`src/rtl/bqc_pkg.sv`:
```
// shared types, constants and helpers for the cascaded biquad filter
package bqc_pkg;

    localparam int MAX_STAGES_DEF = 4;
    localparam int SAMPLE_W       = 16;
    localparam int ACC_W          = 32;
    localparam int CFG_IDX_W      = 3;
    localparam int CFG_DATA_W     = 64;
    localparam int STEP_W         = 3;

    // register indexes on the configuration port
    localparam logic [CFG_IDX_W-1:0] REG_STAGE_COUNT = 3'd0;
    localparam logic [CFG_IDX_W-1:0] REG_COEF_B0     = 3'd1;
    localparam logic [CFG_IDX_W-1:0] REG_COEF_B1H    = 3'd2;
    localparam logic [CFG_IDX_W-1:0] REG_COEF_B2     = 3'd3;
    localparam logic [CFG_IDX_W-1:0] REG_COEF_A1H    = 3'd4;
    localparam logic [CFG_IDX_W-1:0] REG_COEF_A2     = 3'd5;

    localparam logic [2:0] STAGE_COUNT_RESET = 3'd2;

    // multiply steps of one stage; the last step only accumulates and writes back
    localparam logic [STEP_W-1:0] STEP_B0    = 3'd0;
    localparam logic [STEP_W-1:0] STEP_B1H_A = 3'd1;
    localparam logic [STEP_W-1:0] STEP_B1H_B = 3'd2;
    localparam logic [STEP_W-1:0] STEP_B2    = 3'd3;
    localparam logic [STEP_W-1:0] STEP_A1H_A = 3'd4;
    localparam logic [STEP_W-1:0] STEP_A1H_B = 3'd5;
    localparam logic [STEP_W-1:0] STEP_A2    = 3'd6;
    localparam logic [STEP_W-1:0] STEP_LAST  = 3'd7;

    typedef enum logic {
        ST_IDLE,
        ST_RUN
    } state_t;

    // signed 16-bit lane of a packed coefficient word
    function automatic logic signed [SAMPLE_W-1:0] lane(
        input logic [CFG_DATA_W-1:0] packed_w,
        input logic [1:0]            idx
    );
        logic signed [SAMPLE_W-1:0] r;
        case (idx)
            2'd0:    r = packed_w[15:0];
            2'd1:    r = packed_w[31:16];
            2'd2:    r = packed_w[47:32];
            2'd3:    r = packed_w[63:48];
            default: r = packed_w[15:0];
        endcase
        return r;
    endfunction

endpackage

```
`src/rtl/bqc_if.sv`:
```
// channel interfaces: input samples, filtered samples and register writes
interface bqc_in_if;
    logic                                   valid;
    logic                                   ready;
    logic signed [bqc_pkg::SAMPLE_W-1:0]    sample_in;

    modport source (output valid, output sample_in, input ready);
    modport sink   (input valid, input sample_in, output ready);
endinterface

interface bqc_out_if;
    logic                                   valid;
    logic                                   ready;
    logic signed [bqc_pkg::SAMPLE_W-1:0]    sample_out;

    modport source (output valid, output sample_out, input ready);
    modport sink   (input valid, input sample_out, output ready);
endinterface

interface bqc_cfg_if;
    logic                                   valid;
    logic                                   ready;
    logic [bqc_pkg::CFG_IDX_W-1:0]          index;
    logic [bqc_pkg::CFG_DATA_W-1:0]         data;

    modport source (output valid, output index, output data, input ready);
    modport sink   (input valid, input index, input data, output ready);
endinterface

```
`src/rtl/cascaded_biquad_iir_q15.sv`:
```
// cascaded direct-form-I biquad filter, Q15, one shared multiplier
//
// Each accepted sample runs through the active stages (1 to MAX_STAGES, set by
// the stage count register) one after the other on a single 16x16 multiplier
// followed by a saturating 32-bit accumulator. A stage issues seven multiplies
// back to back, each product registered and accumulated in the step after it,
// and the last accumulate writes the stage histories. A sample occupies the
// block until every active stage has run, and the result sits in an output
// register so the next sample can be taken while it waits. Coefficient and
// stage count registers may be written only when no sample is in flight.
module cascaded_biquad_iir_q15 #(
    parameter int MAX_STAGES = bqc_pkg::MAX_STAGES_DEF
) (
    input  logic            clk,
    input  logic            rst_n,
    bqc_cfg_if.sink         cfg,
    bqc_in_if.sink          feed,
    bqc_out_if.source       filtered
);

    localparam int STAGE_W = (MAX_STAGES > 1) ? $clog2(MAX_STAGES) : 1;
    localparam logic [2:0] MAX_COUNT = 3'(MAX_STAGES);

    // configuration registers
    logic [2:0]                          stage_count_reg;
    logic [bqc_pkg::CFG_DATA_W-1:0]      coef_b0_reg;
    logic [bqc_pkg::CFG_DATA_W-1:0]      coef_b1h_reg;
    logic [bqc_pkg::CFG_DATA_W-1:0]      coef_b2_reg;
    logic [bqc_pkg::CFG_DATA_W-1:0]      coef_a1h_reg;
    logic [bqc_pkg::CFG_DATA_W-1:0]      coef_a2_reg;

    // per-stage histories
    logic signed [bqc_pkg::SAMPLE_W-1:0] x1_reg [MAX_STAGES];
    logic signed [bqc_pkg::SAMPLE_W-1:0] x2_reg [MAX_STAGES];
    logic signed [bqc_pkg::SAMPLE_W-1:0] y1_reg [MAX_STAGES];
    logic signed [bqc_pkg::SAMPLE_W-1:0] y2_reg [MAX_STAGES];

    // sequencer and datapath
    bqc_pkg::state_t                     state_reg, state_next;
    logic [STAGE_W-1:0]                  stage_reg;
    logic [bqc_pkg::STEP_W-1:0]          step_reg;
    logic signed [bqc_pkg::SAMPLE_W-1:0] x_cur_reg;
    logic signed [bqc_pkg::ACC_W-1:0]    acc_reg, acc_next;
    logic signed [bqc_pkg::ACC_W-1:0]    prod_reg, prod_next;
    logic                                sub_reg;
    logic                                out_valid_reg;
    logic signed [bqc_pkg::SAMPLE_W-1:0] out_data_reg;

    logic [STAGE_W-1:0]                  last_stage;
    logic                                is_last_stage;
    logic                                accept;
    logic                                stall;
    logic                                advance;
    logic                                finish;
    logic signed [bqc_pkg::SAMPLE_W-1:0] op_coef;
    logic signed [bqc_pkg::SAMPLE_W-1:0] op_data;
    logic [1:0]                          lane_idx;
    logic signed [bqc_pkg::ACC_W-1:0]    acc_base;
    logic signed [bqc_pkg::ACC_W+1:0]    acc_wide;
    logic signed [bqc_pkg::ACC_W+1:0]    prod_wide;
    logic signed [bqc_pkg::ACC_W+1:0]    sum_wide;
    logic signed [bqc_pkg::SAMPLE_W-1:0] y_new;

    // active stage range, zero counts as one and large counts clamp
    always_comb
    begin
        if (stage_count_reg == 3'd0)
        begin
            last_stage = '0;
        end
        else if (stage_count_reg > MAX_COUNT)
        begin
            last_stage = STAGE_W'(MAX_STAGES - 1);
        end
        else
        begin
            last_stage = STAGE_W'(stage_count_reg - 3'd1);
        end
    end

    assign is_last_stage = (stage_reg == last_stage);
    assign lane_idx      = 2'(stage_reg);

    // operand select for the shared multiplier
    always_comb
    begin
        case (step_reg)
            bqc_pkg::STEP_B0:
            begin
                op_coef = bqc_pkg::lane(coef_b0_reg, lane_idx);
                op_data = x_cur_reg;
            end
            bqc_pkg::STEP_B1H_A, bqc_pkg::STEP_B1H_B:
            begin
                op_coef = bqc_pkg::lane(coef_b1h_reg, lane_idx);
                op_data = x1_reg[stage_reg];
            end
            bqc_pkg::STEP_B2:
            begin
                op_coef = bqc_pkg::lane(coef_b2_reg, lane_idx);
                op_data = x2_reg[stage_reg];
            end
            bqc_pkg::STEP_A1H_A, bqc_pkg::STEP_A1H_B:
            begin
                op_coef = bqc_pkg::lane(coef_a1h_reg, lane_idx);
                op_data = y1_reg[stage_reg];
            end
            bqc_pkg::STEP_A2:
            begin
                op_coef = bqc_pkg::lane(coef_a2_reg, lane_idx);
                op_data = y2_reg[stage_reg];
            end
            default:
            begin
                op_coef = '0;
                op_data = '0;
            end
        endcase
    end

    assign prod_next = bqc_pkg::ACC_W'(op_coef) * bqc_pkg::ACC_W'(op_data);

    // accumulate the product issued in the previous step, doubled, saturating
    always_comb
    begin
        acc_base  = (step_reg == bqc_pkg::STEP_B1H_A) ? '0 : acc_reg;
        acc_wide  = {{2{acc_base[bqc_pkg::ACC_W-1]}}, acc_base};
        prod_wide = {prod_reg[bqc_pkg::ACC_W-1], prod_reg, 1'b0};
        sum_wide  = sub_reg ? (acc_wide - prod_wide) : (acc_wide + prod_wide);
        if ((sum_wide[bqc_pkg::ACC_W+1:bqc_pkg::ACC_W-1] == 3'b000)
            || (sum_wide[bqc_pkg::ACC_W+1:bqc_pkg::ACC_W-1] == 3'b111))
        begin
            acc_next = sum_wide[bqc_pkg::ACC_W-1:0];
        end
        else if (sum_wide[bqc_pkg::ACC_W+1])
        begin
            acc_next = {1'b1, {(bqc_pkg::ACC_W-1){1'b0}}};
        end
        else
        begin
            acc_next = {1'b0, {(bqc_pkg::ACC_W-1){1'b1}}};
        end
        y_new = acc_next[bqc_pkg::ACC_W-1:bqc_pkg::ACC_W-bqc_pkg::SAMPLE_W];
    end

    // handshake and sequencing outputs
    always_comb
    begin
        cfg.ready          = 1'b1;
        feed.ready         = (state_reg == bqc_pkg::ST_IDLE);
        filtered.valid     = out_valid_reg;
        filtered.sample_out = out_data_reg;
        accept             = feed.valid && feed.ready;
        stall              = (state_reg == bqc_pkg::ST_RUN)
                             && (step_reg == bqc_pkg::STEP_LAST)
                             && is_last_stage && out_valid_reg && !filtered.ready;
        advance            = (state_reg == bqc_pkg::ST_RUN) && !stall;
        finish             = advance && (step_reg == bqc_pkg::STEP_LAST) && is_last_stage;
    end

    // next state
    always_comb
    begin
        case (state_reg)
            bqc_pkg::ST_IDLE:
            begin
                state_next = accept ? bqc_pkg::ST_RUN : bqc_pkg::ST_IDLE;
            end
            bqc_pkg::ST_RUN:
            begin
                state_next = finish ? bqc_pkg::ST_IDLE : bqc_pkg::ST_RUN;
            end
            default:
            begin
                state_next = bqc_pkg::ST_IDLE;
            end
        endcase
    end

    // configuration registers
    always_ff @(posedge clk or negedge rst_n)
    begin
        if (!rst_n)
        begin
            stage_count_reg <= bqc_pkg::STAGE_COUNT_RESET;
            coef_b0_reg     <= '0;
            coef_b1h_reg    <= '0;
            coef_b2_reg     <= '0;
            coef_a1h_reg    <= '0;
            coef_a2_reg     <= '0;
        end
        else if (cfg.valid && cfg.ready)
        begin
            case (cfg.index)
                bqc_pkg::REG_STAGE_COUNT: stage_count_reg <= cfg.data[2:0];
                bqc_pkg::REG_COEF_B0:     coef_b0_reg     <= cfg.data;
                bqc_pkg::REG_COEF_B1H:    coef_b1h_reg    <= cfg.data;
                bqc_pkg::REG_COEF_B2:     coef_b2_reg     <= cfg.data;
                bqc_pkg::REG_COEF_A1H:    coef_a1h_reg    <= cfg.data;
                bqc_pkg::REG_COEF_A2:     coef_a2_reg     <= cfg.data;
                default:                  ;
            endcase
        end
    end

    // sequencer control
    always_ff @(posedge clk or negedge rst_n)
    begin
        if (!rst_n)
        begin
            state_reg     <= bqc_pkg::ST_IDLE;
            stage_reg     <= '0;
            step_reg      <= bqc_pkg::STEP_B0;
            out_valid_reg <= 1'b0;
        end
        else
        begin
            state_reg <= state_next;
            if (accept)
            begin
                stage_reg <= '0;
                step_reg  <= bqc_pkg::STEP_B0;
            end
            else if (advance)
            begin
                step_reg <= step_reg + 3'd1;
                if ((step_reg == bqc_pkg::STEP_LAST) && !is_last_stage)
                begin
                    stage_reg <= stage_reg + STAGE_W'(1);
                end
            end
            if (finish)
            begin
                out_valid_reg <= 1'b1;
            end
            else if (filtered.ready)
            begin
                out_valid_reg <= 1'b0;
            end
        end
    end

    // histories
    always_ff @(posedge clk or negedge rst_n)
    begin
        if (!rst_n)
        begin
            for (int i = 0; i < MAX_STAGES; i++)
            begin
                x1_reg[i] <= '0;
                x2_reg[i] <= '0;
                y1_reg[i] <= '0;
                y2_reg[i] <= '0;
            end
        end
        else if (advance && (step_reg == bqc_pkg::STEP_LAST))
        begin
            x1_reg[stage_reg] <= x_cur_reg;
            x2_reg[stage_reg] <= x1_reg[stage_reg];
            y1_reg[stage_reg] <= y_new;
            y2_reg[stage_reg] <= y1_reg[stage_reg];
        end
    end

    // datapath registers
    always_ff @(posedge clk)
    begin
        if (accept)
        begin
            x_cur_reg <= feed.sample_in;
        end
        else if (advance)
        begin
            prod_reg <= prod_next;
            sub_reg  <= (step_reg == bqc_pkg::STEP_A1H_A)
                        || (step_reg == bqc_pkg::STEP_A1H_B)
                        || (step_reg == bqc_pkg::STEP_A2);
            if (step_reg != bqc_pkg::STEP_B0)
            begin
                acc_reg <= acc_next;
            end
            if (step_reg == bqc_pkg::STEP_LAST)
            begin
                // stage output becomes the next stage input
                x_cur_reg <= y_new;
            end
        end
        if (finish)
        begin
            out_data_reg <= y_new;
        end
    end

    a_accept_starts_run: assert property (@(posedge clk) disable iff (!rst_n)
        accept |=> (state_reg == bqc_pkg::ST_RUN) && (stage_reg == '0)
                   && (step_reg == bqc_pkg::STEP_B0))
        else $error("accepted sample did not start at the first stage");

    a_stage_in_range: assert property (@(posedge clk) disable iff (!rst_n)
        (state_reg == bqc_pkg::ST_RUN) |-> (stage_reg <= last_stage))
        else $error("stage index beyond the active stages");

    a_result_after_last_step: assert property (@(posedge clk) disable iff (!rst_n)
        $rose(out_valid_reg) |-> $past((state_reg == bqc_pkg::ST_RUN)
                                       && (step_reg == bqc_pkg::STEP_LAST)
                                       && is_last_stage))
        else $error("result appeared without a finished last stage");

    a_stall_holds_run: assert property (@(posedge clk) disable iff (!rst_n)
        stall |=> (state_reg == bqc_pkg::ST_RUN) && (step_reg == bqc_pkg::STEP_LAST)
                  && $stable(stage_reg))
        else $error("sequencer moved on while the output register was full");

endmodule
```
`src/flat_wrapper.sv`:
```
// flat-port wrapper written by rule: the top's interface ports become plain ports
module cascaded_biquad_iir_q15_flat 
#(
    parameter int MAX_STAGES = bqc_pkg::MAX_STAGES_DEF
)
  (clk, rst_n, cfg_valid, cfg_index, cfg_data, cfg_ready, feed_valid, feed_sample_in, feed_ready, filtered_valid, filtered_sample_out, filtered_ready);
  bqc_cfg_if cfg_i ();
  bqc_in_if feed_i ();
  bqc_out_if filtered_i ();
  input  logic clk;
  input  logic rst_n;
  input wire logic [$bits(cfg_i.valid)-1:0] cfg_valid;
  input wire logic [$bits(cfg_i.index)-1:0] cfg_index;
  input wire logic [$bits(cfg_i.data)-1:0] cfg_data;
  output wire logic [$bits(cfg_i.ready)-1:0] cfg_ready;
  input wire logic [$bits(feed_i.valid)-1:0] feed_valid;
  input wire logic [$bits(feed_i.sample_in)-1:0] feed_sample_in;
  output wire logic [$bits(feed_i.ready)-1:0] feed_ready;
  output wire logic [$bits(filtered_i.valid)-1:0] filtered_valid;
  output wire logic [$bits(filtered_i.sample_out)-1:0] filtered_sample_out;
  input wire logic [$bits(filtered_i.ready)-1:0] filtered_ready;
  assign cfg_i.valid = cfg_valid;
  assign cfg_i.index = cfg_index;
  assign cfg_i.data = cfg_data;
  assign cfg_ready = cfg_i.ready;
  assign feed_i.valid = feed_valid;
  assign feed_i.sample_in = feed_sample_in;
  assign feed_ready = feed_i.ready;
  assign filtered_valid = filtered_i.valid;
  assign filtered_sample_out = filtered_i.sample_out;
  assign filtered_i.ready = filtered_ready;
  cascaded_biquad_iir_q15 #(.MAX_STAGES(MAX_STAGES)) u_core (.clk(clk), .rst_n(rst_n), .cfg(cfg_i), .feed(feed_i), .filtered(filtered_i));
endmodule
```
`config.mk`:
```
export PLATFORM = sky130hd
export DESIGN_NAME = cascaded_biquad_iir_q15_flat
export DESIGN_NICKNAME = d
export VERILOG_FILES = /design/src/rtl/bqc_pkg.sv /design/src/rtl/bqc_if.sv /design/src/rtl/cascaded_biquad_iir_q15.sv /design/src/flat_wrapper.sv
export SDC_FILE = /design/constraint.sdc
export NUM_CORES = 2
export LEC_CHECK = 0
export BUFFER_PORTS_ARGS = -buffer_cell sky130_fd_sc_hd__buf_4
export CAP_MARGIN = 20
export CORE_MARGIN = 10
export CORE_UTILIZATION = 55
export DETAILED_ROUTE_END_ITERATION = 7
export GPL_TIMING_DRIVEN = 0
export PLACE_DENSITY = 0.73
export SLEW_MARGIN = 15
export SYNTH_ARGS = -nofsm -noshare
export SYNTH_HDL_FRONTEND = slang
export SYNTH_SLANG_ARGS = --single-unit
export TNS_END_PERCENT = 100
```
`constraint.sdc`:
```
create_clock -name clk -period 10.22 [get_ports clk]
set_clock_uncertainty 0.2 [all_clocks]
set_input_delay 0.511 -clock clk [delete_from_list [all_inputs] [get_ports clk]]
set_output_delay 0.511 -clock clk [all_outputs]
set_load 0.05 [all_outputs]
```
# Word-level counts from Yosys, hierarchy flattened
# Cells that the tools add are included.
# W data, S select, Z words.
[totals]
regBits = 683
input_bits = 88
out_inout_bits = 19
word_cells = 142
[op_classes]
addsub = 5
n_mul = 1
magnitude_cmp = 3
eq_ne = 17
n_mux = 44
n_bitwise = 3
reduce_logical = 38
[op_table]
columns = ["cell", "count"]
rows = [
  ["$pmux W16 S4", 5],
  ["$bwmux W64", 4],
  ["$mux W16", 12],
  ["$pmux W16 S5", 2],
  ["$bmux W16 S2", 4],
  ["$mux W32", 3],
  ["$add A32 B33 Y34", 1],
  ["$mux W34", 1],
  ["$sub A32 B33 Y34", 1],
  ["$demux W16 S2", 1],
  ["$mul A16 B16 Y32", 1],
  ["$eq A3 B3 Y1 const B", 7],
  ["$reduce_and A2 Y1", 9],
  ["$eq A3 B2 Y1 const B", 4],
  ["$logic_not A3 Y1", 4],
  ["$logic_and A1 B1 Y1", 10],
  ["$mux W2", 5],
  ["$reduce_bool A2 Y1", 4],
  ["$eq A3 B1 Y1 const B", 2],
  ["$mux W3", 2],
  ["$eq A2 B2 Y1 const B", 2],
  ["$mux W1", 4],
  ["$reduce_or A2 Y1", 2],
  ["$add A3 B1 Y3 const B", 1],
  ["other kinds (15)", 20],
]

# Longest topological paths before layout
[logic_depth]
word_depth = 13
mapped_depth = 39
ltp_nobuf = 32

# Worst setup path after synthesis
# Ideal clock, no wire load.
[synth_timing]
path_type = "reg2reg"
startpoint = "reg u_core.stage_reg[0] (netlist: u_core.lane_idx[0])"
endpoint = "reg u_core.prod_reg[30] in the netlist's numbering (data pin)"
t_arrival_ps = 9112
t_required_ps = 9762
slack_ps = 650
stages_incl_launch_ff = 37
synth_period_minus_slack_ps = 9570
path_cell_list = "dfrtp_1 clkbuf_1 buf_2 buf_2 buf_1 inv_1 ha_1 clkbuf_1 clkbuf_1 clkbuf_1 a222oi_1 o21ai_0 a21oi_1 o21ai_0 a21oi_1 clkbuf_1 nor2_1 fa_1 inv_1 fa_1 inv_1 fa_1 inv_1 fa_1 fa_1 fa_1 inv_1 ha_1 a21o_1 a21oi_1 o21bai_1 a21o_1 a2111oi_0 a21oi_1 or3_1 a21oi_1 xnor2_1"
[synth_between]
elab_chain_cells = 6
elab_cells_between_ends = 25
[synth_rtl]
columns = ["item", "line", "source"]
rows = [
  ["start: declaration", "cascaded_biquad_iir_q15.sv:40", "logic [STAGE_W-1:0] stage_reg;"],
  ["start signal: assignment", "cascaded_biquad_iir_q15.sv:229", "stage_reg <= stage_reg + STAGE_W'(1);"],
  ["$not A2 Y3 (implied by the code)", "n/a", ""],
  ["$bmux W16 S2 (on tied branches)", "n/a", ""],
  ["$mux W16 (on tied branches) (2 in series)", "n/a", ""],
  ["$pmux W16 S5", "cascaded_biquad_iir_q15.sv:87", "case (step_reg)"],
  ["$mul A16 B16 Y32 (*)", "cascaded_biquad_iir_q15.sv:121", "assign prod_next = bqc_pkg::ACC_W'(op_coef) * bqc_pkg::ACC_W'(op_data);"],
  ["named net u_core.prod_next, one bit", "cascaded_biquad_iir_q15.sv:44", "logic signed [bqc_pkg::ACC_W-1:0] prod_reg, prod_next;"],
  ["end signal: assignment", "cascaded_biquad_iir_q15.sv:274", "prod_reg <= prod_next;"],
  ["end: declaration", "cascaded_biquad_iir_q15.sv:44", ""],
]
# The timed path passes the listed nets; every way through them passes the cells marked *. The select of a mux whose other input is x is not followed.
# A chain may end at the register's enable or synchronous reset.

# Worst setup path in the final report
# Same ends and word-level chain as after synthesis.

==> impl_metrics.py <==
metrics = {
    "run_status": {
        "status": "complete, but fails checks",
        "violations": "DRC",
    },
    "global_routing": {
        "grt_max_degree": 107,
        "grt_pass1_wl_um": 185000,
        "antenna_found_initial": 3,
        "grt_overflow": 0,
        "track_usage": 0.279,
        "grt_pass1_vias": 31200,
    },
    "logic_synthesis": {
        "ys_seq_area_frac": 0.422,
        "netlist_top_cells_count": "591 x mux2_2, 585 x dfrtp_1, 342 x inv_1",
        "synth_top_area_frac": 0.352,
        "syn_area_per_cell_um2": 12.0,
        "netlist_top_cells_area": "dfrtp_1 35%, mux2_2 16%, fa_1 13%",
        "yosysMostFrequentCell": "mux2_2",
        "async_flop_share": 0.859,
        "synth_edf_count": 96,
        "yosys_warnings": 0,
        "synth_top_area_cell": "dfrtp_1",
        "syn-num-nets": 3959,
        "synthFlopType": "dfrtp_1",
        "synth_cell_types": 76,
        "synthCells": 3481,
        "ys_seq_elements": 682,
        "synth_area_um2": 41600,
    },
    "sta": {
        "slew_headroom": 0.135,
        "finalHoldViolCount": 0,
        "fin_setup_tns_ns": 0,
        "tightest_slew_ns": 1.29,
        "drv_slew": 0,
        "fmax_mhz": 101,
        "layout_min_cycle_time_ns": 9.90,
        "setup_viol": 0,
        "post-route-period-util": 0.969,
    },
    "critical_path": {
        "path_class": "register to register",
        "r2r_end": "u_core.prod_reg[30]",
        "r2r_slack_ns": 0.32,
        "critPathMaxFanout": 10,
        "max_stage_delay_ns": 0.54,
        "path_common_cell": "fa_1",
        "end_kind": "register",
        "start_kind": "register",
        "crit_slowest_cell": "fa_1",
        "r2r_start": "u_core.lane_idx[0]",
        "cp.required_ns": 10.40,
        "worst-r2r-cell-count": 33,
        "critical_path_arrival_ns": 10.08,
    },
    "clock_tree": {
        "cts_root_buf": "clkbuf_16",
        "cts_tree": "done",
        "cts_max_path_buffers": 3,
        "htreeDepth": 3,
        "worstSkewPairLatency_ns": 0.63,
        "cts_buffers": 73,
        "path_clk_slew_ns": 0.06,
        "cts.sinks": 682,
    },
    "placement": {
        "dp_hpwl_um": 88500,
        "finalWeightedCongestion": 0.970,
        "io_buffers": 105,
    },
    "floorplan": {
        "rows": 100,
        "ios": 107,
        "initial_core_util": 0.557,
        "core_um2": 74700,
        "die_h_um": 295,
        "die_w_um": 295,
        "die-area_um2": 87100,
    },
    "route": {
        "drt-total-wl_um": 120000,
        "first_pass_iters": 8,
        "vias_per_cell": 6.29,
        "wl_per_cell_um": 25.2,
        "drt_iter0_drc": 3619,
        "ant_nets": 0,
        "drc": 4,
        "vias": 30100,
    },
    "cells_and_area": {
        "nets": 4234,
        "drive_above_1_share": 0.264,
        "areaGrowthSynthToFinish_pct": 13.9,
    },
    "job": {
        "cap_violations": 0,
    },
    "min_path": {
        "hold_depth": 2,
        "hold_end": "u_core.x_cur_reg[7]",
        "hp-class": "primary input to register",
        "worstHoldStart": "feed_sample_in[7]",
    },
}
==> worst max path at each step <==
stage,startpoint,endpoint,cells past startpoint
6_report,u_core.lane_idx[0],u_core.prod_reg[30],33
4_1_cts,u_core.lane_idx[0],u_core.prod_reg[30],34
3_3_place_gp,u_core.lane_idx[0],u_core.prod_reg[30],33
5_1_grt,u_core.lane_idx[0],u_core.prod_reg[30],34
2_1_floorplan,u_core.lane_idx[0],u_core.prod_reg[30],36
3_5_place_dp,u_core.lane_idx[0],u_core.prod_reg[30],34
==> worst max-delay path, delay by kind of cell (launching register included) <==
kind                       cells  cell delay, ns
AOI/OAI and AO/OA              8            1.75
xor gates and xnor gates       1            0.08
adders and majority gates      8            3.53
buffers and inverters         14            2.84
DFF                            1            0.49
and+or+nand+nor                2            0.68
==> layout by cell type, fill, tap and decap left out, types with 95 or more instances in the layout <==
cell type	Yosys	layout
a222oi_1	95	95
dfrtp_1	585	584
clkbuf_1	160	143
fa_1	264	263
nor2_1	252	250
ha_1	126	124
mux2_2	591	591
nand2_1	229	229
buf_4	1	120
inv_1	342	342
edfxtp_1	96	96
==> logic make-up after synthesis <==
family,after synthesis,synth area share
AO/OA/AOI/OAI,437,0.0766
other,1,0.0000901
AND/OR/NAND/NOR,687,0.0738
multiplexers,658,0.195
flip-flops,682,0.422
buffers and inverters,532,0.0482
XOR/XNOR,94,0.0198
adder cells (fa/ha/maj),390,0.165
==> metal layers <==
layer | vias up | track usage | wire (um)
met5 | - | 0.00227 | 29
met2 | 1469 | 0.428 | 54700
met4 | 2 | 0.121 | 5290
met1 | 15600 | 0.366 | 47800
met3 | 339 | 0.0805 | 12700
li1 | 12700 | - | -
==> per-stage QoR <==
step	setup WS, ns	utilization	instances	hold WS (ns)	area [um2]
after floorplan	0.650	-	3481	0.0154	41600
after global placement	-2.59	0.584	4555	0.278	43600
after detailed placement	-2.58	0.589	4575	0.176	44000
after CTS	0.000462	0.633	4780	0.00598	47300
after global routing	-0.0108	0.635	4784	0.00319	47400
final	0.322	0.635	4788	0.0235	47400
==> final cells by class <==
type	instances	area, um2
multi-input cells	2267	22200
inverters	343	1290
well taps	969	1210
clock buffers	95	2020
diodes	5	12.5
flip-flops and latches	682	17500
repair buffers	206	1900
plain buffers	183	790
clock inverters	38	452
fillers	5715	27300
==> timing repair <==
action | CTS | global route
setup endpoints to repair | 23 | 10
resized for setup | 40 | 48
hold buffers | 73 | 0
hold endpoints to repair | 635 | 0
buffers inserted | 1 | 5
pin swaps | 1 | 2
Power is left out: the tool's default activity adds up to more than one toggle a clock period on the data nets, which glitch-free logic cannot reach.
